File: config.mk
export PLATFORM = sky130hd
export DESIGN_NAME = hysteresis_placement_policy_core
export DESIGN_NICKNAME = d
export VERILOG_FILES = /design/src/hpp_pkg.sv /design/src/hpp_cost.sv /design/src/hpp_decide.sv /design/src/hysteresis_placement_policy_core.sv
export VERILOG_INCLUDE_DIRS = /design/src /design/src/src
export SDC_FILE = /design/constraint.sdc
export NUM_CORES = 1
export LEC_CHECK = 0
export BUFFER_PORTS_ARGS = -buffer_cell sky130_fd_sc_hd__buf_2
export CAP_MARGIN = 0
export CORE_MARGIN = 5
export CORE_UTILIZATION = 60
export CTS_BUF_LIST = sky130_fd_sc_hd__clkbuf_4
export CTS_CLUSTER_DIAMETER = 150
export DETAILED_ROUTE_END_ITERATION = 8
export HOLD_SLACK_MARGIN = 0.15
export PLACE_DENSITY = 0.95
export SLEW_MARGIN = 15
export SYNTH_ARGS = -nofsm -noshare
export SYNTH_HDL_FRONTEND = slang
export SYNTH_SLANG_ARGS = --single-unit
export TNS_END_PERCENT = 50
File: constraint.sdc
create_clock -name clock -period 26.7 [get_ports clock]
set_input_delay 0 -clock clock [delete_from_list [all_inputs] [get_ports clock]]
set_output_delay 0 -clock clock [all_outputs]
set_load 0.01 [all_outputs]
File: src/hysteresis_placement_policy_core_assert.svh
// Assertion macros used by the placement policy decision RTL.
`ifndef HYSTERESIS_PLACEMENT_POLICY_CORE_ASSERT_SVH
`define HYSTERESIS_PLACEMENT_POLICY_CORE_ASSERT_SVH
`ifndef SYNTHESIS
// Same-cycle implication, checked outside reset.
`define HPP_ASSERT_IMPLY(label, clk, rst, ante, cons) \
   label: assert property (@(posedge clk) disable iff (rst) (ante) |-> (cons)) \
      else $error("hpp: same-cycle check failed");
// Next-cycle implication, checked outside reset.
`define HPP_ASSERT_NEXT(label, clk, rst, ante, cons) \
   label: assert property (@(posedge clk) disable iff (rst) (ante) |=> (cons)) \
      else $error("hpp: next-cycle check failed");
`else
`define HPP_ASSERT_IMPLY(label, clk, rst, ante, cons)
`define HPP_ASSERT_NEXT(label, clk, rst, ante, cons)
`endif
`endif

File: src/hpp_pkg.sv
// Types and constants of the hysteresis placement policy.
package hpp_pkg;

   localparam int unsigned PAGE_SIZE  = 4096;
   localparam int unsigned HOST_COUNT = 4;
   localparam int unsigned NUM_PAGES  = 4;

   localparam int unsigned CAND_HOSTS = (HOST_COUNT < 4) ? HOST_COUNT : 4;
   localparam int unsigned USED_PAGES = (NUM_PAGES < 4) ? NUM_PAGES : 4;

   localparam int unsigned HOST_WIDTH    = 2;
   localparam int unsigned COST_WIDTH    = 15;
   localparam int unsigned CREDIT_WIDTH  = 17;
   localparam int unsigned COUNT_WIDTH   = 16;
   localparam int unsigned MODE_WIDTH    = 2;
   localparam int unsigned MCOST_WIDTH   = 16;
   localparam int unsigned PAGE_CNT_WIDTH = 3;
   localparam int unsigned PRODUCT_WIDTH = 20;
   localparam int unsigned CSR_IDX_WIDTH = 1;

   localparam logic [COST_WIDTH-1:0]   COST_MAX   = 15'h7fff;
   localparam logic [CREDIT_WIDTH-1:0] CREDIT_MAX = 17'h1ffff;
   localparam logic [COUNT_WIDTH-1:0]  COUNT_MAX  = 16'hffff;

   localparam logic [MODE_WIDTH-1:0] MODE_HYSTERESIS = 2'd0;
   localparam logic [MODE_WIDTH-1:0] MODE_GREEDY     = 2'd1;
   localparam logic [MODE_WIDTH-1:0] MODE_STAY       = 2'd2;
   localparam logic [MODE_WIDTH-1:0] MODE_UNUSED     = 2'd3;

   localparam logic [CSR_IDX_WIDTH-1:0] REG_POLICY_MODE = 1'd0;
   localparam logic [CSR_IDX_WIDTH-1:0] REG_THRESHOLD   = 1'd1;

   localparam logic [MODE_WIDTH-1:0]  POLICY_MODE_RESET = MODE_HYSTERESIS;
   localparam logic [MCOST_WIDTH-1:0] THRESHOLD_RESET   = 16'd8192;

   typedef logic [3:0][HOST_WIDTH-1:0] owner_array_type;
   typedef logic [3:0][COST_WIDTH-1:0] cost_array_type;

   typedef struct packed {
      cost_array_type          costs;
      logic [HOST_WIDTH-1:0]   best_host;
      logic [COST_WIDTH-1:0]   best_cost;
   } cost_result_type;

   typedef struct packed {
      logic [HOST_WIDTH-1:0]   target_host;
      logic [COST_WIDTH-1:0]   advantage;
      logic [CREDIT_WIDTH-1:0] credit_now;
      logic                    migrated;
      logic [COUNT_WIDTH-1:0]  migration_total;
   } decision_type;

endpackage

File: src/hpp_cost.sv
// Remote cost per host and lowest-cost host selection.
module hpp_cost (
   input  hpp_pkg::owner_array_type owners,
   output hpp_pkg::cost_result_type result
);

   logic [hpp_pkg::PAGE_CNT_WIDTH-1:0] remote_cnt [4];
   logic [hpp_pkg::PRODUCT_WIDTH-1:0]  product [4];
   hpp_pkg::cost_array_type             costs;
   logic [hpp_pkg::HOST_WIDTH-1:0]      best;
   logic [hpp_pkg::COST_WIDTH-1:0]      best_cost;

   // count pages owned elsewhere, scale by page size, saturate
   always_comb begin
      for (int h = 0; h < 4; h++) begin
         remote_cnt[h] = '0;
         for (int j = 0; j < 4; j++) begin
            if (j < hpp_pkg::USED_PAGES && owners[j] != hpp_pkg::HOST_WIDTH'(h)) begin
               remote_cnt[h] = remote_cnt[h] + 1'b1;
            end
         end
         product[h] = hpp_pkg::PRODUCT_WIDTH'(remote_cnt[h])
                      * hpp_pkg::PRODUCT_WIDTH'(hpp_pkg::PAGE_SIZE);
         if (h >= hpp_pkg::CAND_HOSTS) begin
            costs[h] = '0;
         end else if (product[h] > hpp_pkg::PRODUCT_WIDTH'(hpp_pkg::COST_MAX)) begin
            costs[h] = hpp_pkg::COST_MAX;
         end else begin
            costs[h] = product[h][hpp_pkg::COST_WIDTH-1:0];
         end
      end
   end

   // strict less-than keeps the lowest index on ties
   always_comb begin
      best      = '0;
      best_cost = costs[0];
      for (int h = 1; h < 4; h++) begin
         if (h < hpp_pkg::CAND_HOSTS && costs[h] < best_cost) begin
            best      = hpp_pkg::HOST_WIDTH'(h);
            best_cost = costs[h];
         end
      end
   end

   assign result.costs     = costs;
   assign result.best_host = best;
   assign result.best_cost = best_cost;

endmodule

File: src/hpp_decide.sv
// Placement decision and policy state (host, streak, migration count).
`include "hysteresis_placement_policy_core_assert.svh"

module hpp_decide (
   input  logic                              clock,
   input  logic                              reset,
   input  logic                              enable,
   input  logic [hpp_pkg::MODE_WIDTH-1:0]    policy_mode,
   input  logic [hpp_pkg::MCOST_WIDTH-1:0]   migrate_threshold,
   input  hpp_pkg::cost_result_type          cost,
   output hpp_pkg::decision_type             decision
);

   logic [hpp_pkg::HOST_WIDTH-1:0]   current_host_ff, current_host_in;
   logic [hpp_pkg::HOST_WIDTH-1:0]   streak_host_ff, streak_host_in;
   logic                             streak_valid_ff, streak_valid_in;
   logic [hpp_pkg::CREDIT_WIDTH-1:0] streak_score_ff, streak_score_in;
   logic [hpp_pkg::COUNT_WIDTH-1:0]  migration_count_ff, migration_count_in;

   logic [hpp_pkg::COST_WIDTH-1:0]     cur_cost;
   logic [hpp_pkg::COST_WIDTH-1:0]     adv;
   logic [hpp_pkg::CREDIT_WIDTH:0]     credit_sum;
   logic [hpp_pkg::CREDIT_WIDTH-1:0]   credit_acc;
   logic                               moved;

   assign cur_cost = cost.costs[current_host_ff];
   assign adv = (cur_cost > cost.best_cost) ? cur_cost - cost.best_cost : '0;
   assign credit_sum = {1'b0, streak_score_ff} + (hpp_pkg::CREDIT_WIDTH + 1)'(adv);

   always_comb begin
      if (streak_valid_ff && streak_host_ff == cost.best_host) begin
         credit_acc = (credit_sum > (hpp_pkg::CREDIT_WIDTH + 1)'(hpp_pkg::CREDIT_MAX))
                      ? hpp_pkg::CREDIT_MAX : credit_sum[hpp_pkg::CREDIT_WIDTH-1:0];
      end else begin
         credit_acc = hpp_pkg::CREDIT_WIDTH'(adv);
      end
   end

   always_comb begin
      current_host_in = current_host_ff;
      streak_host_in  = '0;
      streak_valid_in = 1'b0;
      streak_score_in = '0;
      moved           = 1'b0;
      case (policy_mode)
         hpp_pkg::MODE_GREEDY: begin
            if (cost.best_host != current_host_ff) begin
               current_host_in = cost.best_host;
               moved           = 1'b1;
            end
         end
         hpp_pkg::MODE_HYSTERESIS: begin
            if (cost.best_host != current_host_ff && adv != '0) begin
               if (credit_acc > hpp_pkg::CREDIT_WIDTH'(migrate_threshold)) begin
                  current_host_in = cost.best_host;
                  moved           = 1'b1;
               end else begin
                  streak_host_in  = cost.best_host;
                  streak_valid_in = 1'b1;
                  streak_score_in = credit_acc;
               end
            end
         end
         default: begin
            // stay and the unused code hold the host and drop the streak
         end
      endcase
      migration_count_in = migration_count_ff;
      if (moved && migration_count_ff != hpp_pkg::COUNT_MAX) begin
         migration_count_in = migration_count_ff + 1'b1;
      end
   end

   always_ff @(posedge clock) begin
      if (reset) begin
         current_host_ff    <= '0;
         streak_host_ff     <= '0;
         streak_valid_ff    <= 1'b0;
         streak_score_ff    <= '0;
         migration_count_ff <= '0;
      end else if (enable) begin
         current_host_ff    <= current_host_in;
         streak_host_ff     <= streak_host_in;
         streak_valid_ff    <= streak_valid_in;
         streak_score_ff    <= streak_score_in;
         migration_count_ff <= migration_count_in;
      end
   end

   assign decision.target_host     = current_host_in;
   assign decision.advantage       = adv;
   assign decision.credit_now      = streak_score_in;
   assign decision.migrated        = moved;
   assign decision.migration_total = migration_count_in;

   `HPP_ASSERT_IMPLY(a_move_to_best, clock, reset, enable && moved, current_host_in == cost.best_host)
   `HPP_ASSERT_IMPLY(a_stay_no_move, clock, reset, (policy_mode == hpp_pkg::MODE_STAY || policy_mode == hpp_pkg::MODE_UNUSED), !moved)
   `HPP_ASSERT_IMPLY(a_idle_streak_zero, clock, reset, !streak_valid_ff, streak_score_ff == '0)
   `HPP_ASSERT_NEXT(a_count_step, clock, reset, enable && moved && migration_count_ff != hpp_pkg::COUNT_MAX, migration_count_ff == $past(migration_count_ff) + 16'd1)

endmodule

File: src/hysteresis_placement_policy_core.sv
// Top level of the hysteresis placement policy core.
// Path: an accepted request is held in the input stage, then in the response register.
// Throughput: one request per cycle while responses drain; the whole decision, including the credit
//   feedback into the host and streak registers, is combinational between those registers.
// Reset: synchronous, active high; clears pipeline valids, policy state and
//   sets policy_mode to hysteresis and the migration threshold to 8192.
module hysteresis_placement_policy_core (
   input  logic                               clock,
   input  logic                               reset,
   // request channel
   input  logic                               req_valid,
   output logic                               req_ready,
   input  logic [hpp_pkg::HOST_WIDTH-1:0]     req_owner_page_a,
   input  logic [hpp_pkg::HOST_WIDTH-1:0]     req_owner_page_b,
   input  logic [hpp_pkg::HOST_WIDTH-1:0]     req_owner_page_c,
   input  logic [hpp_pkg::HOST_WIDTH-1:0]     req_owner_page_d,
   // response channel
   output logic                               rsp_valid,
   input  logic                               rsp_ready,
   output logic [hpp_pkg::HOST_WIDTH-1:0]     rsp_target_host,
   output logic [hpp_pkg::HOST_WIDTH-1:0]     rsp_best_host,
   output logic [hpp_pkg::COST_WIDTH-1:0]     rsp_cost_host0,
   output logic [hpp_pkg::COST_WIDTH-1:0]     rsp_cost_host1,
   output logic [hpp_pkg::COST_WIDTH-1:0]     rsp_cost_host2,
   output logic [hpp_pkg::COST_WIDTH-1:0]     rsp_cost_host3,
   output logic [hpp_pkg::COST_WIDTH-1:0]     rsp_advantage,
   output logic [hpp_pkg::CREDIT_WIDTH-1:0]   rsp_credit_now,
   output logic                               rsp_migrated,
   output logic [hpp_pkg::COUNT_WIDTH-1:0]    rsp_migration_total,
   // configuration write port
   input  logic                               csr_write_enable,
   input  logic [hpp_pkg::CSR_IDX_WIDTH-1:0]  csr_index,
   input  logic [hpp_pkg::MCOST_WIDTH-1:0]    csr_write_data
);

   // configuration registers
   logic [hpp_pkg::MODE_WIDTH-1:0]  policy_mode_ff;
   logic [hpp_pkg::MCOST_WIDTH-1:0] threshold_ff;

   // input stage: one request held for the decision logic
   logic                     in_valid_ff;
   hpp_pkg::owner_array_type in_owner_ff, in_owner_in;

   // response register
   logic                           rsp_valid_ff;
   hpp_pkg::cost_array_type        rsp_costs_ff;
   logic [hpp_pkg::HOST_WIDTH-1:0] rsp_best_ff;
   hpp_pkg::decision_type          rsp_dec_ff;

   hpp_pkg::cost_result_type cost;
   hpp_pkg::decision_type    decision;
   logic                     rsp_load;

   // The response register loads when it is empty or being drained; the
   // input stage advances in the same cycle, so while a finished response
   // still waits, a request may enter only an empty input stage.
   assign rsp_load  = !rsp_valid_ff || rsp_ready;
   assign req_ready = !in_valid_ff || rsp_load;

   // Register writes: the index selects the target, upper data bits drop
   // for the narrow mode field.
   always_ff @(posedge clock) begin
      if (reset) begin
         policy_mode_ff <= hpp_pkg::POLICY_MODE_RESET;
         threshold_ff   <= hpp_pkg::THRESHOLD_RESET;
      end else if (csr_write_enable) begin
         case (csr_index)
            hpp_pkg::REG_POLICY_MODE: policy_mode_ff <= csr_write_data[hpp_pkg::MODE_WIDTH-1:0];
            hpp_pkg::REG_THRESHOLD:   threshold_ff   <= csr_write_data;
            default: begin
            end
         endcase
      end
   end

   assign in_owner_in[0] = req_owner_page_a;
   assign in_owner_in[1] = req_owner_page_b;
   assign in_owner_in[2] = req_owner_page_c;
   assign in_owner_in[3] = req_owner_page_d;

   // Input stage: capture on accept, drop when passed on with nothing new.
   always_ff @(posedge clock) begin
      if (reset) begin
         in_valid_ff <= 1'b0;
      end else if (req_ready) begin
         in_valid_ff <= req_valid;
      end
   end

   always_ff @(posedge clock) begin
      if (req_valid && req_ready) begin
         in_owner_ff <= in_owner_in;
      end
   end

   hpp_cost u_cost (
      .owners (in_owner_ff),
      .result (cost)
   );

   // Policy state advances only when the held request moves into the
   // response register, so a stalled response never double-counts.
   hpp_decide u_decide (
      .clock             (clock),
      .reset             (reset),
      .enable            (in_valid_ff && rsp_load),
      .policy_mode       (policy_mode_ff),
      .migrate_threshold (threshold_ff),
      .cost              (cost),
      .decision          (decision)
   );

   always_ff @(posedge clock) begin
      if (reset) begin
         rsp_valid_ff <= 1'b0;
      end else if (rsp_load) begin
         rsp_valid_ff <= in_valid_ff;
      end
   end

   always_ff @(posedge clock) begin
      if (rsp_load && in_valid_ff) begin
         rsp_costs_ff <= cost.costs;
         rsp_best_ff  <= cost.best_host;
         rsp_dec_ff   <= decision;
      end
   end

   assign rsp_valid           = rsp_valid_ff;
   assign rsp_target_host     = rsp_dec_ff.target_host;
   assign rsp_best_host       = rsp_best_ff;
   assign rsp_cost_host0      = rsp_costs_ff[0];
   assign rsp_cost_host1      = rsp_costs_ff[1];
   assign rsp_cost_host2      = rsp_costs_ff[2];
   assign rsp_cost_host3      = rsp_costs_ff[3];
   assign rsp_advantage       = rsp_dec_ff.advantage;
   assign rsp_credit_now      = rsp_dec_ff.credit_now;
   assign rsp_migrated        = rsp_dec_ff.migrated;
   assign rsp_migration_total = rsp_dec_ff.migration_total;

endmodule
==> impl_metrics.tcl, run 1 <==
set metrics [dict create \
    outcome "completed" \
    start_util 0.604 \
    hold_viol_final 0 \
    final_area_um2 8360 \
    die_w_um 119 \
    syn2layout_area_growth_pct 16.8 \
    synthSimpleGateAreaFrac 0.178 \
    rsz0062_at_grt "false" \
    routed_wl_um 17000 \
    maxCapViolCount 0 \
    grt_usage 0.243 \
    multiInputGateArea_um2 3580 \
    vias_per_cell 5.55 \
    max_freq_mhz 85.2 \
    path_class "reg -> reg" \
    setup_viol 0 \
    period_share 0.440 \
    fillers 815 \
    vias 5978 \
    async_flop_share 0 \
    ys_types 73 \
    grt_pass1_wl_um 27500 \
    worstPathArrival_ns 12.22 \
    gp_congestion 0.947 \
    powerDensity_nw_per_um2 81.7 \
    overflow 0 \
    syn_inst 769 \
    drt_first_pass_iters 8 \
    drive_gt1_frac 0.163 \
    synthAdderAreaFrac 0.0790 \
    n_antenna_cell 0 \
    grt_max_degree 60 \
    hpwl_um 10800 \
    die_h_um 119 \
    report.final.slew_viol_count 0 \
    path_max_fanout 21 \
    wl_per_cell_um 15.8 \
    clk_pin_slew_worst_paths_ns 0.10 \
    dieArea_um2 14200 \
    insertion_delay_ns 0.56 \
    fin_nets 992 \
    synth_top_area_cell "edfxtp_1" \
    synthTopCellsByCount "nand2_1 (78), inv_1 (63), buf_4 (61), edfxtp_1 (61), nor2_1 (59)" \
    clockBufferDepth 2 \
    max_stage_delay_ns 0.70 \
    cp.required_ns 27.18 \
    cts.sinks 119 \
    pin_count 145 \
    ys_ff_latch 119 \
    synthTopCellsByArea "edfxtp_1 (26%), dfxtp_1 (16%), ha_1 (7.3%)" \
    synth_mux_area_frac 0.0239 \
    synth_flop_cell "edfxtp_1" \
    htreeDepth 4 \
    tightest_slew_ns 0.972 \
    synth_compound_area_frac 0.141 \
    setup_tns_ns 0 \
    antenna_found_initial 0 \
    cts_made_buffers 17 \
    drtAntennaViolNets 0 \
    num_rows 40 \
    regArea_um2 2990 \
    drc 0 \
    fin_hold_ws_ns 0.236 \
    syn_area_um2 7160 \
    min_period_ns 11.74 \
    place_area_um2 7440 \
    worst_slack_ns 14.96 \
    cts_tree "built" \
    max-vdd-ir-drop_v 0.0000559 \
    synth_edf_count 61 \
    synth_top_family_by_area "simple AND/OR/NAND/NOR gates" \
    ys_seq_area_frac 0.418 \
    crit_slowest_cell "or4_4" \
    worst_slew_margin_rel 0.349 \
    place_worst_setup_slack_ns 15.30 \
    synth-xor-area-share 0.0468 \
    yosysMostFrequentCell "nand2_1" \
    syn_area_per_cell_um2 9.31 \
    cpMostUsedCell "ha_1" \
    fin_skew_ns 0.0216 \
    io_buffers 84 \
    crit_path_end_kind "flip-flop" \
    synth_top_area_frac 0.256 \
    p_leak_nw 3.59 \
    ys_warn_count 0 \
    min_path_type "in -> reg" \
    cts-root-buf "clkbuf_4" \
    grt_pass1_vias 5739 \
    power_mw 0.684 \
    core_um2 11900 \
    critPathLaunchType "flip-flop" \
    drt_iter0_drc 435 \
]
## layout make-up
cell class,instances,area share
Multi-Input combinational cell,559,0.429
Clock buffer,22,0.0197
Timing Repair Buffer,155,0.135
Sequential cell,119,0.358
Tap cell,147,0.0220
Inverter,66,0.0296
Clock inverter,9,0.00733
## stage by stage
| step | util | cells |
|---|---|---|
| floorplan | - | 829 |
| global placement | 0.627 | 976 |
| detailed placement | 0.627 | 976 |
| CTS | 0.705 | 1077 |
| global route | 0.705 | 1077 |
| finish | 0.705 | 1077 |
## state kept, by name, indices dropped and copies added, names as in the netlist, 2 cells and up
signal	flops
policy_mode_ff	2
u_decide.streak_host_ff	2
in_owner_ff	8
u_decide.current_host_ff	2
rsp_cost_host2	3
u_decide.migration_count_ff	16
threshold_ff	16
rsp_cost_host0	3
rsp_advantage	3
u_decide.streak_score_ff	17
rsp_target_host	2
rsp_cost_host3	3
rsp_credit_now	17
rsp_migration_total	16
rsp_best_host	2
rsp_cost_host1	3
## where the power goes
group          internal, mW  switching [mW]  total, mW
clock network        0.0484          0.0629      0.111
logic                 0.123           0.217      0.341
registers             0.219          0.0122      0.232
## logic make-up (layout without fill, tap and decap cells)
logic type      count (synthesis)  after routing
simple gates                  254            254
compound gates                153            153
buf+inv                       151            252
flops                         119            119
fa+ha+maj                      44             44
xor+xnor                       32             32
mux                            15             15
other cells                     1             61
## path summary, 6_finish.rpt
path | from | endpoint | slack [ns] | depth (start not counted)
min reg2reg | u_decide.streak_score_ff[0]$_SDFFE_PP0P_ | u_decide.streak_score_ff[0]$_SDFFE_PP0P_ | 0.45 | 2
max | in_owner_ff[3]$_DFFE_PP_ | u_decide.streak_score_ff[2]$_SDFFE_PP0P_ | 14.96 | 49
max reg2reg | in_owner_ff[3]$_DFFE_PP_ | u_decide.streak_score_ff[2]$_SDFFE_PP0P_ | 14.96 | 49
min | csr_index | threshold_ff[13]$_SDFFE_PP1P_ | 0.24 | 3
## repair_timing
action | 4_1_cts | 5_1_grt
setup buffers | 0 | 0
resized for setup | 0 | 0
hold endpoints to repair | 55 | 0
hold buffers | 70 | 0
## critical path, delay by kind of cell, from the launching register on
kind | cells | cell delay, ns
and+or+nand+nor | 12 | 3.13
DFF | 1 | 0.49
buffers and inverters | 3 | 0.25
AOI/OAI and AO/OA | 22 | 4.35
adders and majority gates | 8 | 2.24
xor gates and xnor gates | 2 | 0.52
muxes | 2 | 0.62
## layer usage
| metal | share of wire | track usage |
|---|---|---|
| met2 | 0.53 | 0.427 |
| met5 | 0 | 0 |
| met1 | 0.37 | 0.268 |
| met3 | 0.065 | 0.0617 |
| met4 | 0.038 | 0.133 |
## placed cells by master (no fill, tap or decap), drive strengths merged, types with 5 or more instances in the layout
master	count
or2	6
clkbuf	22
ha	42
nor3	9
and2	6
nor2	60
and3	14
mux2	7
dlygate4sd3	70
xnor2	19
edfxtp	61
mux2i	7
o211ai	8
o21a	6
nand2	78
buf	85
nand3	20
o21ai	52
a21o	5
xor2	9
dfxtp	58
a21oi	46
nand2b	11
clkinv	8
conb	61
or3	12
inv	66
nand4	7
nor2b	14
(Power assumes the default switching activity.)
==> inputs of run 2 (changes only) <==
--- a/config.mk
+++ b/config.mk
@@ -6,15 +6,16 @@
 export SDC_FILE = /design/constraint.sdc
 export NUM_CORES = 1
 export LEC_CHECK = 0
+export ABC_AREA = 1
 export BUFFER_PORTS_ARGS = -buffer_cell sky130_fd_sc_hd__buf_2
 export CAP_MARGIN = 0
 export CORE_MARGIN = 5
-export CORE_UTILIZATION = 60
+export CORE_UTILIZATION = 58
 export CTS_BUF_LIST = sky130_fd_sc_hd__clkbuf_4
 export CTS_CLUSTER_DIAMETER = 150
 export DETAILED_ROUTE_END_ITERATION = 8
 export HOLD_SLACK_MARGIN = 0.15
-export PLACE_DENSITY = 0.95
+export PLACE_DENSITY = 0.94
 export SLEW_MARGIN = 15
 export SYNTH_ARGS = -nofsm -noshare
 export SYNTH_HDL_FRONTEND = slang
==> constraint.sdc (replaced) <==
create_clock -name clock -period 11.23 [get_ports clock]
set_input_delay 0 -clock clock [delete_from_list [all_inputs] [get_ports clock]]
set_output_delay 0 -clock clock [all_outputs]
set_load 0.01 [all_outputs]
==> run 2 against run 1 <==
Effect of this change:
- non-clock buffer count decreased by 28
- area after synthesis up 1.7%
- critical path depth is 6 higher
- total power up 110%
- final cell count up 13%
- combinational power rose by 82%
- count of clock-buffer cells in the layout decreased by 3
==> impl_metrics.tcl, run 2 <==
set metrics [dict create \
    path_max_fanout 18 \
    drtAntennaViolNets 0 \
    start_util 0.584 \
    r2r_slack_ns 1.93 \
    tightest_slew_ns 0.893 \
    cts-root-buf "clkbuf_4" \
    place_worst_setup_slack_ns 2.07 \
    synth_top_area_frac 0.252 \
    num_rows 41 \
    max_stage_delay_ns 0.46 \
    dieArea_um2 14900 \
    r2r_cells 55 \
    setup_viol 0 \
    io_buffers 84 \
    grt_use_met1 0.248 \
    die_h_um 122 \
    fin_nets 1106 \
    worstPathArrival_ns 9.61 \
    fin_skew_ns 0.0143 \
    critPathLaunchType "flip-flop" \
    worst_slew_margin_rel 0.403 \
    grt_max_degree 62 \
    power.share.sequential 0.367 \
    multiInputGateArea_um2 3380 \
    vias_per_cell 5.01 \
    synthTopCellsByCount "nand2_1 (167), inv_1 (144), a21oi_1 (72)" \
    maxCapViolCount 0 \
    final_cell_mix "nand2_1 (167), inv_1 (143), buf_2 (84)" \
    drive_gt1_frac 0.164 \
    max_freq_mhz 108 \
    powerDensity_nw_per_um2 176 \
    drt_iter0_drc 523 \
    grt_use_met2 0.395 \
    crit_slowest_cell "edfxtp_1" \
    clockBufferDepth 2 \
    gp_congestion 0.899 \
    async_flop_share 0 \
    power_frac_comb 0.426 \
    crit_buf_inv 7 \
    drt_first_pass_iters 5 \
    period_share 0.828 \
    grt_usage 0.221 \
    r2r_start "in_owner_ff[3]$_DFFE_PP_" \
    ys_warn_count 0 \
    power_switching_mw 0.601 \
    hold_viol_final 0 \
    syn2layout_area_growth_pct 13.7 \
    worst_slack_ns 1.93 \
    syn_inst 910 \
    use_met3 0.0474 \
    hold_path_end "threshold_ff[13]$_SDFFE_PP1P_" \
    overflow 0 \
    cts_tree "built" \
    ctsResizeCount 0 \
    cts.sinks 119 \
    critPathTopFamily "simple AND/OR/NAND/NOR gates" \
    hpwl_um 10600 \
    cp.required_ns 11.54 \
    grt_pass1_vias 5802 \
    min_period_ns 9.30 \
    fillers 968 \
    grt.busiest_layer "met2" \
    pin_count 145 \
    syn_area_um2 7280 \
    die_w_um 122 \
    grt_pass1_wl_um 25900 \
    synth_flop_cell "edfxtp_1" \
    outcome "completed" \
    final_common_cell "nand2_1" \
    clockPowerShare 0.207 \
    ys_ff_latch 119 \
    htreeDepth 4 \
    synthTopCellsByArea "edfxtp_1 (25%), dfxtp_1 (16%), nand2_1 (8.6%)" \
    report.final.slew_viol_count 0 \
    antenna_found_initial 2 \
    routed_wl_um 16000 \
    drc 0 \
    wl_per_cell_um 13.1 \
    rsz0062_at_grt "false" \
    max-vdd-ir-drop_v 0.000105 \
    min_path_type "in -> reg" \
    r2r_end "rsp_migration_total[11]$_DFFE_PP_" \
    regArea_um2 2990 \
    cts_made_buffers 17 \
    p_leak_nw 4.18 \
    crit_path_end_kind "flip-flop" \
    vias 6104 \
    synth_edf_count 61 \
    syn_area_per_cell_um2 8.00 \
    hold_start "csr_write_data[13]" \
    synth_top_area_cell "edfxtp_1" \
    core_um2 12500 \
    ys_seq_area_frac 0.411 \
    yosysMostFrequentCell "nand2_1" \
    worstHoldPathCells 4 \
    setup_tns_ns 0 \
    p_sw_frac 0.412 \
    p_int_mw 0.857 \
    post-cts-setup-buffer-count 0 \
    ys_types 43 \
    clk_pin_slew_worst_paths_ns 0.11 \
    insertion_delay_ns 0.55 \
    path_class "reg -> reg" \
]
[run 2: tightest hold or removal path: stages]
cell and delay [ns]:
dlygate4sd3_1 0.55, buf_2 0.13, nand2_1 0.06, o211ai_1 0.07
[run 2: worst max path at each step]
stage	start	endpoint	depth (start not counted)
2_1_floorplan	in_owner_ff[0]$_DFFE_PP_	rsp_migration_total[0]$_DFFE_PP_	57
3_3_place_gp	in_owner_ff[0]$_DFFE_PP_	rsp_migration_total[13]$_DFFE_PP_	53
3_5_place_dp	in_owner_ff[2]$_DFFE_PP_	rsp_migration_total[13]$_DFFE_PP_	55
4_1_cts	in_owner_ff[2]$_DFFE_PP_	rsp_migration_total[13]$_DFFE_PP_	54
5_1_grt	in_owner_ff[3]$_DFFE_PP_	u_decide.migration_count_ff[12]$_SDFFE_PP0P_	56
6_report	in_owner_ff[3]$_DFFE_PP_	rsp_migration_total[11]$_DFFE_PP_	55
[run 2: through the flow]
step                hold WS, ns  power, mW   util  instance area [µm²]  cells
finish                    0.276       1.46  0.664                 8280   1219
global route              0.260       1.57  0.664                 8280   1219
CTS                       0.180       1.46  0.663                 8270   1217
detailed placement        0.178       1.15  0.608                 7580   1143
global placement          0.178       1.12  0.608                 7580   1143
floorplan                0.0989       1.05      -                 7510    970
[run 2: area by class of cell]
class,count,area share
antenna,2,0.000605
clock buffer,19,0.0172
clock inverter,13,0.0156
inverter,150,0.0682
multi-input combinational,617,0.408
sequential,119,0.362
tap,172,0.0260
timing repair buffer,127,0.103
[run 2: power by group through the flow]
stage	Clock, mW	Combinational (mW)	Sequential, mW
2_1_floorplan	0	0.492	0.553
6_report	0.301	0.621	0.535
3_3_place_gp	0	0.580	0.545
5_1_grt	0.327	0.703	0.540
4_1_cts	0.308	0.616	0.535
3_5_place_dp	0	0.601	0.545
[run 2: kinds of logic (layout without fill, tap and decap cells)]
| logic type | after synthesis | in the layout | share of synthesized area |
|---|---|---|---|
| AND/OR/NAND/NOR | 343 | 343 | 0.220 |
| buffers and inverters | 234 | 309 | 0.156 |
| AO/OA/AOI/OAI | 146 | 146 | 0.106 |
| flip-flops | 119 | 119 | 0.411 |
| adder cells (fa/ha/maj) | 44 | 44 | 0.0777 |
| XOR/XNOR | 23 | 23 | 0.0287 |
| other | 1 | 63 | 0.000515 |
[run 2: routing by layer]
metal	vias to the layer above	part of all wire	wire [µm]
met3	38	0.061	970
met4	0	0.026	422
met1	2773	0.40	6450
met2	211	0.51	8140
li1	3082	-	-
met5	-	0	0
[run 2: timing repair]
item / CTS / global route
hold buffers: 42 / 0
hold endpoints to repair: 58 / 0
endpoints found under the setup margin: 0 / 0
==> inputs of run 3 (changes only) <==
--- a/config.mk
+++ b/config.mk
@@ -6,16 +6,16 @@
 export SDC_FILE = /design/constraint.sdc
 export NUM_CORES = 1
 export LEC_CHECK = 0
-export ABC_AREA = 1
+export ABC_AREA = 0
 export BUFFER_PORTS_ARGS = -buffer_cell sky130_fd_sc_hd__buf_2
 export CAP_MARGIN = 0
 export CORE_MARGIN = 5
-export CORE_UTILIZATION = 58
+export CORE_UTILIZATION = 57
 export CTS_BUF_LIST = sky130_fd_sc_hd__clkbuf_4
 export CTS_CLUSTER_DIAMETER = 150
 export DETAILED_ROUTE_END_ITERATION = 8
 export HOLD_SLACK_MARGIN = 0.15
-export PLACE_DENSITY = 0.94
+export PLACE_DENSITY = 0.93
 export SLEW_MARGIN = 15
 export SYNTH_ARGS = -nofsm -noshare
 export SYNTH_HDL_FRONTEND = slang
==> constraint.sdc (replaced) <==
create_clock -name clock -period 9.3 [get_ports clock]
set_input_delay 0 -clock clock [delete_from_list [all_inputs] [get_ports clock]]
set_output_delay 0 -clock clock [all_outputs]
set_load 0.01 [all_outputs]
==> run 3 against run 2 <==
Effect of this change:
- the flow now finishes with violations (setup timing)
- maximum frequency is 3.1% lower
- via count grew 7.3%
- clock skew increased by 0.022 ns
- first-iteration DRC count is 16% higher
==> impl_metrics.tcl, run 3 (synthesis gave the netlist of run 1 again) <==
set metrics [dict create \
    outcome "finished with violations" \
    violations "setup timing" \
    worstHoldPathCells 4 \
    num_rows 41 \
    final_cell_mix "buf_2 (84), nand2_1 (75), dlygate4sd3_1 (72)" \
    hpwl_um 11700 \
    worst_slack_ns -0.298 \
    crit_path_end_kind "flip-flop" \
    clockBufferDepth 2 \
    cts_made_buffers 17 \
    io_buffers 84 \
    final_common_cell "buf_2" \
    cp.required_ns 9.79 \
    critPathTopFamily "compound AO/OA/AOI/OAI gates" \
    grt_pass1_vias 6475 \
    power_mw 2.60 \
    drt_iter0_drc 606 \
    cts-root-buf "clkbuf_4" \
    min_path_type "in -> reg" \
    fin_hold_ws_ns 0.335 \
    path_max_fanout 8 \
    maxCapViolCount 0 \
    grt_max_degree 47 \
    wl_per_cell_um 17.8 \
    crit_slowest_cell "or4_4" \
    dp_cells 1038 \
    setup_viol 62 \
    cpMostUsedCell "ha_4" \
    start_util 0.574 \
    worst-path-stages 48 \
    worst_slew_margin_rel 0.305 \
    insertion_delay_ns 0.58 \
    drive_gt1_frac 0.300 \
    die_h_um 122 \
    cts.sinks 119 \
    place_worst_setup_slack_ns -0.365 \
    die_w_um 122 \
    vias_per_cell 5.55 \
    crit_buf_inv 3 \
    p_leak_nw 4.07 \
    antenna_found_initial 1 \
    powerDensity_nw_per_um2 272 \
    pin_count 145 \
    grt_pass1_wl_um 30800 \
    report.final.slew_viol_count 0 \
    finalNonFillerCells 1181 \
    routed_wl_um 21000 \
    critPathLaunchType "flip-flop" \
    syn2layout_area_growth_pct 33.4 \
    path_class "reg -> reg" \
    period_share 1.03 \
    drc 0 \
    grt_usage 0.266 \
    r2r_cells 48 \
    tightest_slew_ns 1.04 \
    dieArea_um2 14900 \
    place_area_um2 7920 \
    max_freq_mhz 104 \
    fin_util 0.766 \
    setup_tns_ns -10.89 \
    hold_viol_final 0 \
    gp_congestion 0.888 \
    final_area_um2 9550 \
    overflow 0 \
    fin_skew_ns 0.0365 \
    clk_pin_slew_worst_paths_ns 0.14 \
    core_um2 12500 \
    fin_nets 1068 \
    cts_tree "built" \
    worstPathArrival_ns 10.09 \
    drt_first_pass_iters 5 \
    drtAntennaViolNets 0 \
    rsz0062_at_grt "true" \
    max_stage_delay_ns 0.59 \
    max-vdd-ir-drop_v 0.000167 \
    htreeDepth 4 \
    vias 6550 \
    min_period_ns 9.60 \
]
## run 3: changes by cell type in the layout (fill, tap and decap cells not counted), sizes merged, moves of 28 or more
cell / delta
buf: +72
inv: -86
nand2: -120
dlygate4sd3: +30
a21oi: -28
nand3: -50
## run 3: power breakdown
| group | switching, mW | total (mW) | internal (mW) |
|---|---|---|---|
| registers | 0.0376 | 0.668 | 0.630 |
| logic | 0.863 | 1.54 | 0.672 |
| clock network | 0.209 | 0.395 | 0.185 |
| total | 1.11 | 2.60 | 1.49 |
## run 3: worst reg2reg max path: cells and delay by family, from the launching register on
kind | cells | cell delay, ns
AO/OA/AOI/OAI | 19 | 3.04
XOR/XNOR | 2 | 0.33
adder cells (fa/ha/maj) | 8 | 2.00
buffers and inverters | 3 | 0.25
flip-flops | 1 | 0.49
multiplexers | 2 | 0.64
AND/OR/NAND/NOR | 14 | 2.75
## run 3: repair_timing
item                                    CTS  global route
pin swaps                                24            37
gates cloned                              2             1
endpoints found under the hold margin    52             0
buffers inserted                         21            13
hold buffers                             72             0
endpoints found under the setup margin   61            72
gates resized for setup                  21            61
## run 3: layer usage
| layer | share of wire | routed length [µm] | global-route usage |
|---|---|---|---|
| met1 | 0.36 | 7620 | 0.287 |
| met2 | 0.52 | 10900 | 0.479 |
| met3 | 0.065 | 1360 | 0.0613 |
| met4 | 0.055 | 1150 | 0.149 |
| met5 | 0 | 0 | 0 |
## run 3: worst paths after layout
kind | endpoint | startpoint | slack, ns
setup reg to reg | u_decide.streak_score_ff[14]$_SDFFE_PP0P_ | in_owner_ff[1]$_DFFE_PP_ | -0.30
hold reg to reg | u_decide.streak_score_ff[2]$_SDFFE_PP0P_ | u_decide.streak_score_ff[2]$_SDFFE_PP0P_ | 0.46
hold / removal | policy_mode_ff[1]$_SDFFE_PP0P_ | csr_write_data[1] | 0.33
setup / recovery | u_decide.streak_score_ff[14]$_SDFFE_PP0P_ | in_owner_ff[1]$_DFFE_PP_ | -0.30
## run 3: area by class of cell
type	instances	area (µm²)
diodes	2	5.00
repair buffers	229	1720
fillers	727	2920
flip-flops and latches	119	2990
inverters	66	248
well taps	172	215
clock inverters	14	159
clock buffers	18	135
multi-input cells	561	4070
